--- config.mk ---
export PLATFORM = sky130hd
export DESIGN_NAME = tclru_ctrl
export DESIGN_NICKNAME = d
export VERILOG_FILES = /design/src/rtl/core/tclru_pkg.sv /design/src/rtl/core/tclru_ctrl.sv
export SDC_FILE = /design/constraint.sdc
export NUM_CORES = 1
export LEC_CHECK = 0
export ABC_AREA = 1
export BUFFER_PORTS_ARGS = -buffer_cell sky130_fd_sc_hd__buf_2
export CORE_AREA = 3 3 40 42
export CTS_CLUSTER_SIZE = 24
export DETAILED_ROUTE_END_ITERATION = 8
export DIE_AREA = 0 0 43 45
export GPL_TIMING_DRIVEN = 0
export PLACE_DENSITY = 0.81
export SYNTH_ARGS = -nofsm -noshare
export SYNTH_HDL_FRONTEND = slang
export SYNTH_SLANG_ARGS = --single-unit
export TNS_END_PERCENT = 100
--- constraint.sdc ---
create_clock -name clk -period 1.7 [get_ports clk]
set_input_delay 0.085 -clock clk [delete_from_list [all_inputs] [get_ports clk]]
set_output_delay 0.085 -clock clk [all_outputs]
set_load 0.1 [all_outputs]
--- src/rtl/core/tclru_pkg.sv ---
`timescale 1ns / 1ps

package tclru_pkg;

  localparam int SLOT_COUNT = 64;
  localparam int MAX_ZOOM   = 18;

  localparam int SLOT_W   = (SLOT_COUNT > 1) ? $clog2(SLOT_COUNT) : 1;
  localparam int OP_W     = 2;
  localparam int ZOOM_W   = 5;
  localparam int COORD_W  = 20;
  localparam int POS_W    = MAX_ZOOM;
  localparam int SEL_W    = 6;
  localparam int STAMP_W  = 64;

  localparam logic [OP_W-1:0] OP_LOOKUP      = 2'd0;
  localparam logic [OP_W-1:0] OP_SET_READY   = 2'd1;
  localparam logic [OP_W-1:0] OP_SET_LOADING = 2'd2;

  typedef struct packed {
    logic [OP_W-1:0]           opcode;
    logic [ZOOM_W-1:0]         zoom_level;
    logic signed [COORD_W-1:0] tile_col;
    logic signed [COORD_W-1:0] tile_row;
    logic [SEL_W-1:0]          slot_sel;
    logic                      flag_value;
  } in_item_t;

  typedef struct packed {
    logic             in_range;
    logic             hit;
    logic [SEL_W-1:0] slot;
    logic             evict_ready;
    logic             entry_ready;
    logic             entry_loading;
    logic             parent_hit;
    logic [SEL_W-1:0] parent_slot;
  } out_item_t;

  typedef struct packed {
    logic [ZOOM_W-1:0]  zoom;
    logic [POS_W-1:0]   col;
    logic [POS_W-1:0]   row;
    logic               ready;
    logic               loading;
    logic [STAMP_W-1:0] stamp;
  } entry_t;

  localparam int ENTRY_W = $bits(entry_t);

  // controller -> datapath
  typedef struct packed {
    logic              load_req;
    logic              scan_clear;
    logic              scan_rd;
    logic [SLOT_W-1:0] scan_idx;
    logic              set_rd;
    logic              commit_lookup;
    logic              commit_set;
    logic              commit_empty;
  } dp_cmd_t;

  // datapath -> controller
  typedef struct packed {
    logic [OP_W-1:0] op;
    logic            in_range;
    logic            sel_ok;
    logic            out_free;
  } dp_status_t;

endpackage

--- src/rtl/core/tclru_ctrl.sv ---
`timescale 1ns / 1ps

module tclru_ctrl (
  input  logic                 clk,
  input  logic                 rst_n,
  input  logic                 in_valid,
  output logic                 in_ready,
  input  tclru_pkg::dp_status_t status,
  output tclru_pkg::dp_cmd_t   cmd
);

  typedef enum logic [2:0] {
    ST_IDLE,
    ST_DECODE,
    ST_SCAN,
    ST_DRAIN,
    ST_COMMIT,
    ST_SET_RD,
    ST_SET_WR,
    ST_EMPTY
  } state_t;

  localparam logic [tclru_pkg::SLOT_W-1:0] LAST_IDX =
    tclru_pkg::SLOT_W'(tclru_pkg::SLOT_COUNT - 1);

  state_t                       state_r, state_nxt;
  logic [tclru_pkg::SLOT_W-1:0] cnt_r, cnt_nxt;

  always_comb begin
    state_nxt = state_r;
    cnt_nxt   = cnt_r;
    in_ready  = 1'b0;
    cmd       = '0;
    cmd.scan_idx = cnt_r;
    unique case (state_r)
      ST_IDLE: begin
        // hold off transfers while reset is asserted
        in_ready = rst_n;
        if (in_valid && rst_n) begin
          cmd.load_req = 1'b1;
          state_nxt    = ST_DECODE;
        end
      end
      ST_DECODE: begin
        cnt_nxt = '0;
        priority if (status.op == tclru_pkg::OP_LOOKUP && status.in_range) begin
          cmd.scan_clear = 1'b1;
          state_nxt      = ST_SCAN;
        end else if ((status.op == tclru_pkg::OP_SET_READY ||
                      status.op == tclru_pkg::OP_SET_LOADING) && status.sel_ok) begin
          state_nxt = ST_SET_RD;
        end else begin
          state_nxt = ST_EMPTY;
        end
      end
      ST_SCAN: begin
        cmd.scan_rd = 1'b1;
        cnt_nxt     = cnt_r + 1'b1;
        if (cnt_r == LAST_IDX) begin
          state_nxt = ST_DRAIN;
        end
      end
      ST_DRAIN: begin
        state_nxt = ST_COMMIT;
      end
      ST_COMMIT: begin
        if (status.out_free) begin
          cmd.commit_lookup = 1'b1;
          state_nxt         = ST_IDLE;
        end
      end
      ST_SET_RD: begin
        cmd.set_rd = 1'b1;
        state_nxt  = ST_SET_WR;
      end
      ST_SET_WR: begin
        if (status.out_free) begin
          cmd.commit_set = 1'b1;
          state_nxt      = ST_IDLE;
        end
      end
      ST_EMPTY: begin
        if (status.out_free) begin
          cmd.commit_empty = 1'b1;
          state_nxt        = ST_IDLE;
        end
      end
      default: begin
        state_nxt = ST_IDLE;
      end
    endcase
  end

  always_ff @(posedge clk) begin
    if (!rst_n) begin
      state_r <= ST_IDLE;
      cnt_r   <= '0;
    end else begin
      state_r <= state_nxt;
      cnt_r   <= cnt_nxt;
    end
  end

endmodule

* After elaboration in Yosys (flattened, before gate mapping)
Index checks and enable logic that the tools add are counted.
** Storage, ports and cells
- Word-level logic and storage cells :: 43
- Output and inout port bits :: 14
- Flip-flop bits (word level) :: 9
- Input bits :: 8
** Operators by class
- Reduce and logical (&&, ||, !) cells :: 9
- Equality and inequality tests :: 13
- Mux-type cells :: 18
- Add/sub/neg operators :: 1
** Operators with widths (number)
- one-hot mux 3 bit (6 select lines) :: 1
- equality test 3 bit, second input constant :: 4
- 2-to-1 mux 3 bit :: 4
- one-hot mux 6 bit (2 select lines) :: 1
- 2-to-1 mux 1 bit :: 11
- adder 6 x 1 -> 6 bit, second input constant :: 1
- equality test 3 x 2 -> 1 bit, second input constant :: 2
- equality test 6 bit, second input constant :: 1
- inequality test 2 bit, second input constant :: 2
- equality test 3 x 1 -> 1 bit, second input constant :: 1
- logical AND 1 bit :: 3
- zero test 3 bit :: 1
- AND reduction 3 bit :: 1
- OR reduction 3 bit :: 1
- equality test 2 x 1 -> 1 bit, second input constant :: 1
- equality test 2 bit, second input constant :: 1
- zero test 2 bit :: 1
- 2-to-1 mux 2 bit :: 1
- inequality test 2 x 1 -> 1 bit, second input constant :: 1
- nonzero test 2 bit :: 1
- logical OR 1 bit :: 1

* Longest topological paths before layout
Gate-level depths: netlist of the first run.
- Depth in word-level cells :: 6
- Gate-level depth with buffers :: 9
- Gate-level depth less buffers :: 9

* Worst setup path after synthesis of the first run
Ideal clock, no wire load.
- Kind :: register to output
- From :: reg state_r[1]
- To :: out cmd[0] in the netlist's numbering
- Buffers on the path :: 0
- Cell stages (with the launch flop) :: 3
- Required time :: 1.615 ns
- Setup slack :: -0.930 ns
- Arrival :: 2.545 ns
- Cell sequence :: dfxtp_1 > inv_1 > nor3_1
** RTL lines
- start, declared :: RTL line tclru_ctrl.sv:26 : state_t state_r, state_nxt;
- start signal, assigned :: RTL line tclru_ctrl.sv:99 : state_r <= state_nxt;
- end, declared :: RTL line tclru_ctrl.sv:9 : output tclru_pkg::dp_cmd_t cmd

==> flow_metrics.env, run 1 <==
export IMPL_arrival_ps=1490
export IMPL_root_buffer="clkbuf_4"
export IMPL_final_common_cell="nand2_1"
export IMPL_tightestPinTransition_ps=489
export IMPL_status="finished, final reports clean"
export IMPL_hold_viol=0
export IMPL_cts_path_max_buffers=2
export IMPL_cp_required_ps=1620
export IMPL_synth_top_family_by_area="simple AND/OR/NAND/NOR gates"
export IMPL_multi_input_area_sq_um=348
export IMPL_ys_types=18
export IMPL_sw_frac_of_total_pct=59.5
export IMPL_cp_max_fo=6
export IMPL_final_util_pct=56.7
export IMPL_syn_area_sq_um=552
export IMPL_slew_violations=0
export IMPL_gp_congestion=0.858
export IMPL_grt_start_max_net_pins=9
export IMPL_fp_coreArea_sq_um=1280
export IMPL_antenna_found_initial=0
export IMPL_synthAdderAreaFrac_pct=4.54
export IMPL_path_clk_slew_ps=60
export IMPL_slew_headroom_pct=67.6
export IMPL_clock_sinks=9
export IMPL_num_nets_final=123
export IMPL_holdBufCountCts=0
export IMPL_wl_per_cell_um=10.2
export IMPL_numPortBuffers=21
export IMPL_synthXorXnorAreaFrac_pct=0
export IMPL_fin_crit_ps=1580
export IMPL_synth_seq_cells=9
export IMPL_place_inst=123
export IMPL_drive_above_1_share_pct=38.4
export IMPL_fill_cells=131
export IMPL_yosysWarnings=0
export IMPL_period_share_pct=92.9
export IMPL_combPwrFrac_pct=61.2
export IMPL_synth_compound_area_share_pct=16.3
export IMPL_r2r_cells=8
export IMPL_holdPathEnd="state_r[0]"
export IMPL_cts_made_buffers=3
export IMPL_synth_simple_gate_area_share_pct=39.0
export IMPL_seqPwrFrac_pct=25.9
export IMPL_grt_pass1_wl_mm=2.06
export IMPL_worstSetupPathType="register to output pin"
export IMPL_dpl_hpwl_mm=1.05
export IMPL_wl_mm=1.29
export IMPL_die_y_um=45
export IMPL_clk_latency_ps=260
export IMPL_hold_path_class="input port to register"
export IMPL_clock_skew_final_ps=5.21
export IMPL_fmax_mhz=633
export IMPL_switchingPower_mw=0.739
export IMPL_regArea_sq_um=184
export IMPL_synth_area_per_cell_sq_um=6.34
export IMPL_synth_area_top_cells="dfxtp_1, nand2_1, nor2_1"
export IMPL_yosysTopAreaCell="dfxtp_1"
export IMPL_min_path_cells=3
export IMPL_power_mw=1.24
export IMPL_cts_tree="built"
export IMPL_power_density_nw_per_um2=1710
export IMPL_area_growth_pct=32.0
export IMPL_r2r_start="state_r[0]"
export IMPL_fin_area_sq_um=728
export IMPL_rsz0062_at_grt="no"
export IMPL_hold_start="rst_n"
export IMPL_drt_first_pass_iters=6
export IMPL_power_frac_clock_pct=12.8
export IMPL_leakage_nw=0.356
export IMPL_hold_ws_ps=121
export IMPL_reg2reg_setup_slack_ps=450
export IMPL_worstSetupStartpoint="state_r[0]"
export IMPL_grt_pass1_vias=495
export IMPL_dp_slack_ps=320
export IMPL_drc=0
export IMPL_netlist_area_leader_share_pct=32.7
export IMPL_dieArea_sq_um=1940
export IMPL_cap_violations=0
export IMPL_cts_setup_buffers=0
export IMPL_finalSetupViolations=0
export IMPL_p_int_mw=0.503
export IMPL_overflow=0
export IMPL_grt_usage_pct=14.0
export IMPL_syn_inst=87
export IMPL_peakVddDrop_v=0.000684
export IMPL_pin_count=22
export IMPL_synthMuxAreaShare_pct=0
export IMPL_cts_max_level=1
export IMPL_layoutNonFillerInstCount=127
export IMPL_syn_num_nets=97
export IMPL_setup_slack_ps=121
export IMPL_fin_tns_setup_ps=0
export IMPL_r2r_end="state_r[0]"
export IMPL_antenna_cells=0
export IMPL_die_w_um=43
export IMPL_drt_iter0_drc=19
export IMPL_ys_seq_area_share_pct=32.7
export IMPL_antenna_left=0
export IMPL_vias=630
export IMPL_viasPerCell=4.96
export IMPL_start_kind="register"
export IMPL_endpoint_kind="output pin"
export IMPL_initial_core_util_pct=42.9
export IMPL_num_rows=13
export IMPL_cts_resized=0
export IMPL_place_area_sq_um=697
export IMPL_layout_common_cells="nand2_1, buf_2, nor2_1"
-- power groups by stage --
stage | registers [mW] | logic, mW | clock network [mW]
2_1_floorplan | 0.390 | 0.569 | 0
3_3_place_gp | 0.322 | 0.747 | 0
4_1_cts | 0.319 | 0.758 | 0.166
3_5_place_dp | 0.324 | 0.757 | 0
5_1_grt | 0.328 | 0.817 | 0.175
6_report | 0.322 | 0.761 | 0.160
-- worst max-delay path, stage by stage (launching register included) --
cell	delay, ps
dfxtp_1	380
inv_2	120
nand2_1	90
nor2_2	250
clkbuf_4	400
-- state kept, by name, summed over array words and instances, names as in the netlist --
name     cells
cnt_r        6
state_r      3
-- Yosys cell counts --
library cell  instances
nor2_1               12
a31oi_1               1
nor3_1                4
o2111ai_1             1
dfxtp_1               9
o21ai_2               1
o21ai_0               5
inv_1                 7
o211ai_1              1
nand3_1               5
nor3b_1               1
a21oi_1               5
ha_1                  2
inv_2                 4
nand2_1              23
a21oi_2               1
nand2_2               3
nor2_2                2
-- worst max path at each step --
stage                         end  slack (ps)
final                     cmd[10]         120
after global routing      cmd[10]          30
after CTS                 cmd[11]          30
after detailed placement  cmd[11]         320
after global placement    cmd[11]         340
after floorplan           cmd[12]        -190
-- routing by layer --
metal	global-route usage, %	share of wire, %
met3	6.37	7.0
met2	23.1	49
met1	17.5	43
met5	0	0
met4	1.81	0.46
-- layout make-up --
cell class | count | share of cell area, %
Inverter | 11 | 5.67
Clock buffer | 4 | 3.61
Multi-Input combinational cell | 67 | 47.8
Timing Repair Buffer | 21 | 15.1
Sequential cell | 9 | 25.3
Tap cell | 15 | 2.58
-- cell families after synthesis --
group           after synthesis
fa+ha+maj                     2
simple gates                 50
compound gates               15
buf+inv                      11
flops                         9
(Power assumes the default switching activity.)
==> run 2: changes to the inputs <==
Settings changed: ABC_AREA 1 to default, PLACE_DENSITY 0.81 to 0.85.
==> flow_metrics.env, run 2 <==
export IMPL_gp_congestion=0.748
export IMPL_arrival_ps=1540
export IMPL_slew_violations=0
export IMPL_numPortBuffers=21
export IMPL_peakVddDrop_v=0.000702
export IMPL_fin_tns_setup_ps=0
export IMPL_period_share_pct=95.6
export IMPL_crit_slowest_cell="or3b_1"
export IMPL_root_buffer="clkbuf_4"
export IMPL_status="finished, final reports clean"
export IMPL_syn_area_sq_um=602
export IMPL_grt_pass1_vias=584
export IMPL_die_w_um=43
export IMPL_drt_first_pass_iters=4
export IMPL_drive_above_1_share_pct=36.0
export IMPL_fill_cells=129
export IMPL_holdBufCountCts=0
export IMPL_drt_iter0_drc=8
export IMPL_grt_start_max_net_pins=11
export IMPL_max_flop_register="cnt_r"
export IMPL_ys_seq_area_share_pct=29.9
export IMPL_tightestPinTransition_ps=493
export IMPL_cts_max_level=1
export IMPL_crit_chain="buf_6 -> or3b_1 -> nor2b_4 -> buf_6"
export IMPL_crit_path_frequent_cell="buf_6"
export IMPL_dieArea_sq_um=1940
export IMPL_clock_skew_final_ps=5.90
export IMPL_netlist_area_leader_share_pct=29.9
export IMPL_antenna_cells=0
export IMPL_antenna_found_initial=0
export IMPL_synth_area_top_cells="dfxtp_1, and2_1, mux2i_1"
export IMPL_largest_register_ff_count=6
export IMPL_cts_setup_buffers=0
export IMPL_wl_per_cell_um=12.5
export IMPL_dp_slack_ps=170
export IMPL_num_nets_final=111
export IMPL_grt_usage_pct=17.2
export IMPL_yosysTopAreaCell="dfxtp_1"
export IMPL_cp_max_fo=9
export IMPL_die_y_um=45
export IMPL_slew_headroom_pct=67.4
export IMPL_viasPerCell=5.47
export IMPL_cap_violations=0
export IMPL_power_density_nw_per_um2=1450
export IMPL_initial_core_util_pct=46.8
export IMPL_antenna_left=0
export IMPL_finalSetupViolations=0
export IMPL_top_regs="cnt_r x6, state_r x3"
export IMPL_overflow=0
export IMPL_final_util_pct=61.6
export IMPL_cts_tree="built"
export IMPL_final_common_cell="buf_2"
export IMPL_area_growth_pct=31.6
export IMPL_setup_slack_ps=74.8
export IMPL_path_buf_inv=2
export IMPL_rsz0062_at_grt="no"
export IMPL_cts_made_buffers=3
export IMPL_worstSetupPathType="register to output pin"
export IMPL_wl_mm=1.44
export IMPL_fp_coreArea_sq_um=1280
export IMPL_leakage_nw=0.369
export IMPL_hold_viol=0
export IMPL_synth_area_per_cell_sq_um=8.02
export IMPL_synth_ff_type="dfxtp_1"
export IMPL_clk_latency_ps=270
export IMPL_fmax_mhz=615
export IMPL_hold_path_class="input port to register"
export IMPL_vias=629
export IMPL_syn_num_nets=85
export IMPL_ys_types=28
export IMPL_ys_async_sr_fraction_pct=0
export IMPL_synth_seq_cells=9
export IMPL_endpoint_kind="output pin"
export IMPL_layout_common_cells="buf_2, nand2_1, and2_1, dfxtp_1"
export IMPL_start_kind="register"
export IMPL_clock_sinks=9
export IMPL_syn_inst=75
export IMPL_cpPeakStageDelay_ps=470
export IMPL_netlist_top_cells_count="dfxtp_1, nand2_1, and2_1"
export IMPL_yosysWarnings=0
export IMPL_layoutNonFillerInstCount=115
export IMPL_critical_path_top_delay_family="simple AND/OR/NAND/NOR gates"
export IMPL_cp_required_ps=1620
export IMPL_cts_path_max_buffers=2
export IMPL_path_clk_slew_ps=60
export IMPL_place_inst=111
export IMPL_dpl_hpwl_mm=1.08
export IMPL_synth_edf_count=0
export IMPL_grt_pass1_wl_mm=2.38
export IMPL_drc=0
export IMPL_fin_crit_ps=1630
export IMPL_pin_count=22
export IMPL_num_rows=13
-- run 2: where the power goes --
| part | leakage [nW] | switching (mW) | internal (mW) | total (mW) |
|---|---|---|---|---|
| logic | 0.280 | 0.501 | 0.199 | 0.700 |
| registers | 0.0746 | 0.0366 | 0.249 | 0.286 |
| clock network | 0.0150 | 0.0745 | 0.0904 | 0.165 |
-- run 2: what timing repair did --
action / in CTS / in global routing
cloned: 0 / 0
pin swaps: 0 / 0
resized for setup: 4 / 3
endpoints found under the setup margin: 4 / 5
-- run 2: metal layers --
metal | global-route usage [%] | up-vias | part of all wire (%)
met4 | 13.9 | 0 | 4.4
met3 | 9.96 | 8 | 7.3
met5 | 0 | - | 0
met1 | 17.0 | 286 | 40
li1 | - | 309 | -
met2 | 26.3 | 26 | 48
-- run 2: cells by family after synthesis --
group	share of synthesized area (%)
and+or+nand+nor	36.6
AOI/OAI and AO/OA	15.2
DFF	29.9
buffers and inverters	7.48
muxes	6.65
adders and majority gates	4.16
-- run 2: worst min-delay path: stages --
cell     delay (ps)
buf_2           100
nand2_1          60
o31ai_1          70
a21oi_1         130
-- run 2: path summary, 6_finish.rpt --
path	start	to	slack [ps]	cells past startpoint
worst max-delay path	state_r[1]	cmd[11]	70	4
worst min-delay path	status[1]	state_r[1]	210	4
worst max register to register	state_r[1]	cnt_r[4]	240	5
worst min register to register	cnt_r[0]	cnt_r[0]	550	2
-- run 2: cell type report --
cell class	count	area, sq um	share of cell area, %
plain buffers	4	31.3	3.95
repair buffers	21	119	15.0
multi-input cells	58	398	50.2
clock buffers	4	26.3	3.32
well taps	15	18.8	2.37
inverters	4	15.0	1.90
flip-flops and latches	9	184	23.2
-- run 2: per-stage QoR --
stage	power [mW]	hold WS, ps	cell area [sq um]
floorplan	0.873	332	627
global placement	0.961	465	751
detailed placement	0.977	469	751
CTS	1.15	189	787
global route	1.22	227	792
finish	1.15	211	792
==> run 3: changes to the inputs <==
Settings changed: CTS_BUF_LIST from default to sky130_fd_sc_hd__clkbuf_2 sky130_fd_sc_hd__clkbuf_4 sky130_fd_sc_hd__clkbuf_8.
==> flow_metrics.env, run 3 (synthesis results as in run 2) <==
export IMPL_rsz0062_at_grt="no"
export IMPL_period_share_pct=95.5
export IMPL_r2r_start="state_r[1]"
export IMPL_pin_count=22
export IMPL_worstSetupPathType="register to output pin"
export IMPL_hold_path_class="input port to register"
export IMPL_antenna_left=0
export IMPL_dpl_hpwl_mm=1.08
export IMPL_met1_usage_pct=17.0
export IMPL_sw_frac_of_total_pct=52.5
export IMPL_slew_violations=0
export IMPL_hold_start="status[1]"
export IMPL_power_density_nw_per_um2=1470
export IMPL_fp_coreArea_sq_um=1280
export IMPL_grt_pass1_vias=586
export IMPL_layout_common_cells="buf_2, nand2_1, and2_1, dfxtp_1"
export IMPL_grt_start_max_net_pins=11
export IMPL_path_clk_slew_ps=60
export IMPL_grt_busiest_layer="met2"
export IMPL_cts_tree="built"
export IMPL_cts_path_max_buffers=2
export IMPL_cts_setup_buffers=0
export IMPL_clk_latency_ps=270
export IMPL_wl_mm=1.43
export IMPL_drt_iter0_drc=8
export IMPL_p_int_mw=0.554
export IMPL_initial_core_util_pct=46.8
export IMPL_die_y_um=45
export IMPL_overflow=0
export IMPL_drive_above_1_share_pct=37.0
export IMPL_gp_congestion=0.748
export IMPL_arrival_ps=1540
export IMPL_clock_sinks=9
export IMPL_use_met2_pct=26.3
export IMPL_grt_usage_pct=17.2
export IMPL_final_common_cell="buf_2"
export IMPL_viasPerCell=5.40
export IMPL_cp_required_ps=1620
export IMPL_cts_made_buffers=3
export IMPL_holdPathEnd="state_r[1]"
export IMPL_clock_skew_final_ps=5.27
export IMPL_peakVddDrop_v=0.000705
export IMPL_combPwrFrac_pct=60.0
export IMPL_fmax_mhz=616
export IMPL_place_inst=111
export IMPL_multi_input_area_sq_um=398
export IMPL_max_flop_register="cnt_r"
export IMPL_area_growth_pct=32.2
export IMPL_num_nets_final=111
export IMPL_seqPwrFrac_pct=24.5
export IMPL_r2r_end="cnt_r[4]"
export IMPL_dieArea_sq_um=1940
export IMPL_largest_register_ff_count=6
export IMPL_top_regs="cnt_r x6, state_r x3"
export IMPL_fin_tns_setup_ps=0
export IMPL_switchingPower_mw=0.612
export IMPL_power_frac_clock_pct=15.5
export IMPL_fill_cells=128
export IMPL_tightestPinTransition_ps=489
export IMPL_root_buffer="clkbuf_4"
export IMPL_use_met3_pct=9.96
export IMPL_status="finished, final reports clean"
export IMPL_wl_per_cell_um=12.4
export IMPL_hold_viol=0
export IMPL_num_rows=13
export IMPL_cts_max_level=1
export IMPL_drt_first_pass_iters=4
export IMPL_regArea_sq_um=184
export IMPL_grt_pass1_wl_mm=2.39
export IMPL_reg2reg_setup_slack_ps=240
export IMPL_numPortBuffers=21
export IMPL_antenna_found_initial=0
export IMPL_vias=621
export IMPL_start_kind="register"
export IMPL_leakage_nw=0.373
export IMPL_fin_crit_ps=1620
export IMPL_finalSetupViolations=0
export IMPL_drc=0
export IMPL_layoutNonFillerInstCount=115
export IMPL_cp_max_fo=9
export IMPL_die_w_um=43
export IMPL_endpoint_kind="output pin"
export IMPL_slew_headroom_pct=67.6
export IMPL_cap_violations=0
export IMPL_power_mw=1.17
export IMPL_r2r_cells=5
export IMPL_min_path_cells=4
export IMPL_antenna_cells=0
run 3: changes by cell type in the layout (fill, tap and decap cells not counted):
cell and change:
clkbuf_4 +1, clkbuf_1 -1
run 3: area by class of cell:
type                            count  share of cell area (%)
Sequential cell                     9                    23.1
Timing Repair Buffer               21                    14.9
Buffer                              4                    3.93
Multi-Input combinational cell     58                    50.0
Clock buffer                        4                    3.77
Inverter                            4                    1.89
Tap cell                           15                    2.36
run 3: layer usage:
metal,vias up,routed length (um)
met4,0,55
met1,273,536
met5,-,0
met3,6,127
li1,309,-
met2,33,705
run 3: how the worst max path moves through the flow:
stage,start,to,slack [ps],cells past startpoint
5_1_grt,state_r[0],cmd[11],3,3
2_1_floorplan,state_r[1],cnt_r[5],-330,5
3_5_place_dp,state_r[1],cmd[11],170,4
3_3_place_gp,state_r[1],cmd[11],180,4
4_1_cts,state_r[1],cmd[11],2,4
6_report,state_r[1],cmd[11],80,4
run 3: worst max-delay path, cell delays in order, from the launching register on:
cell	delay, ps
dfxtp_2	320
buf_6	130
or3b_1	470
nor2b_4	140
buf_6	220
run 3: through the flow:
stage                     setup slack [ps]  hold WS (ps)  utilization (%)  cell area, sq um
after detailed placement               170           469             58.4               751
after CTS                             2.27           189             61.5               791
after global routing                  2.59           227             61.9               796
after global placement                 176           465             58.4               751
after floorplan                       -329           332                -               627
final                                 75.7           211             61.9               796
run 3: timing repair:
action	4_1_cts	5_1_grt
pin swaps	0	0
endpoints found under the hold margin	0	0
gates cloned	0	0
endpoints found under the setup margin	4	5
hold buffers	0	0
gates resized for setup	4	3
run 3: power groups by stage:
stage | Sequential (mW) | Combinational (mW) | Clock (mW)
finish | 0.286 | 0.700 | 0.180
global route | 0.291 | 0.744 | 0.201
CTS | 0.285 | 0.695 | 0.190
detailed placement | 0.290 | 0.686 | 0
global placement | 0.288 | 0.673 | 0
floorplan | 0.335 | 0.538 | 0
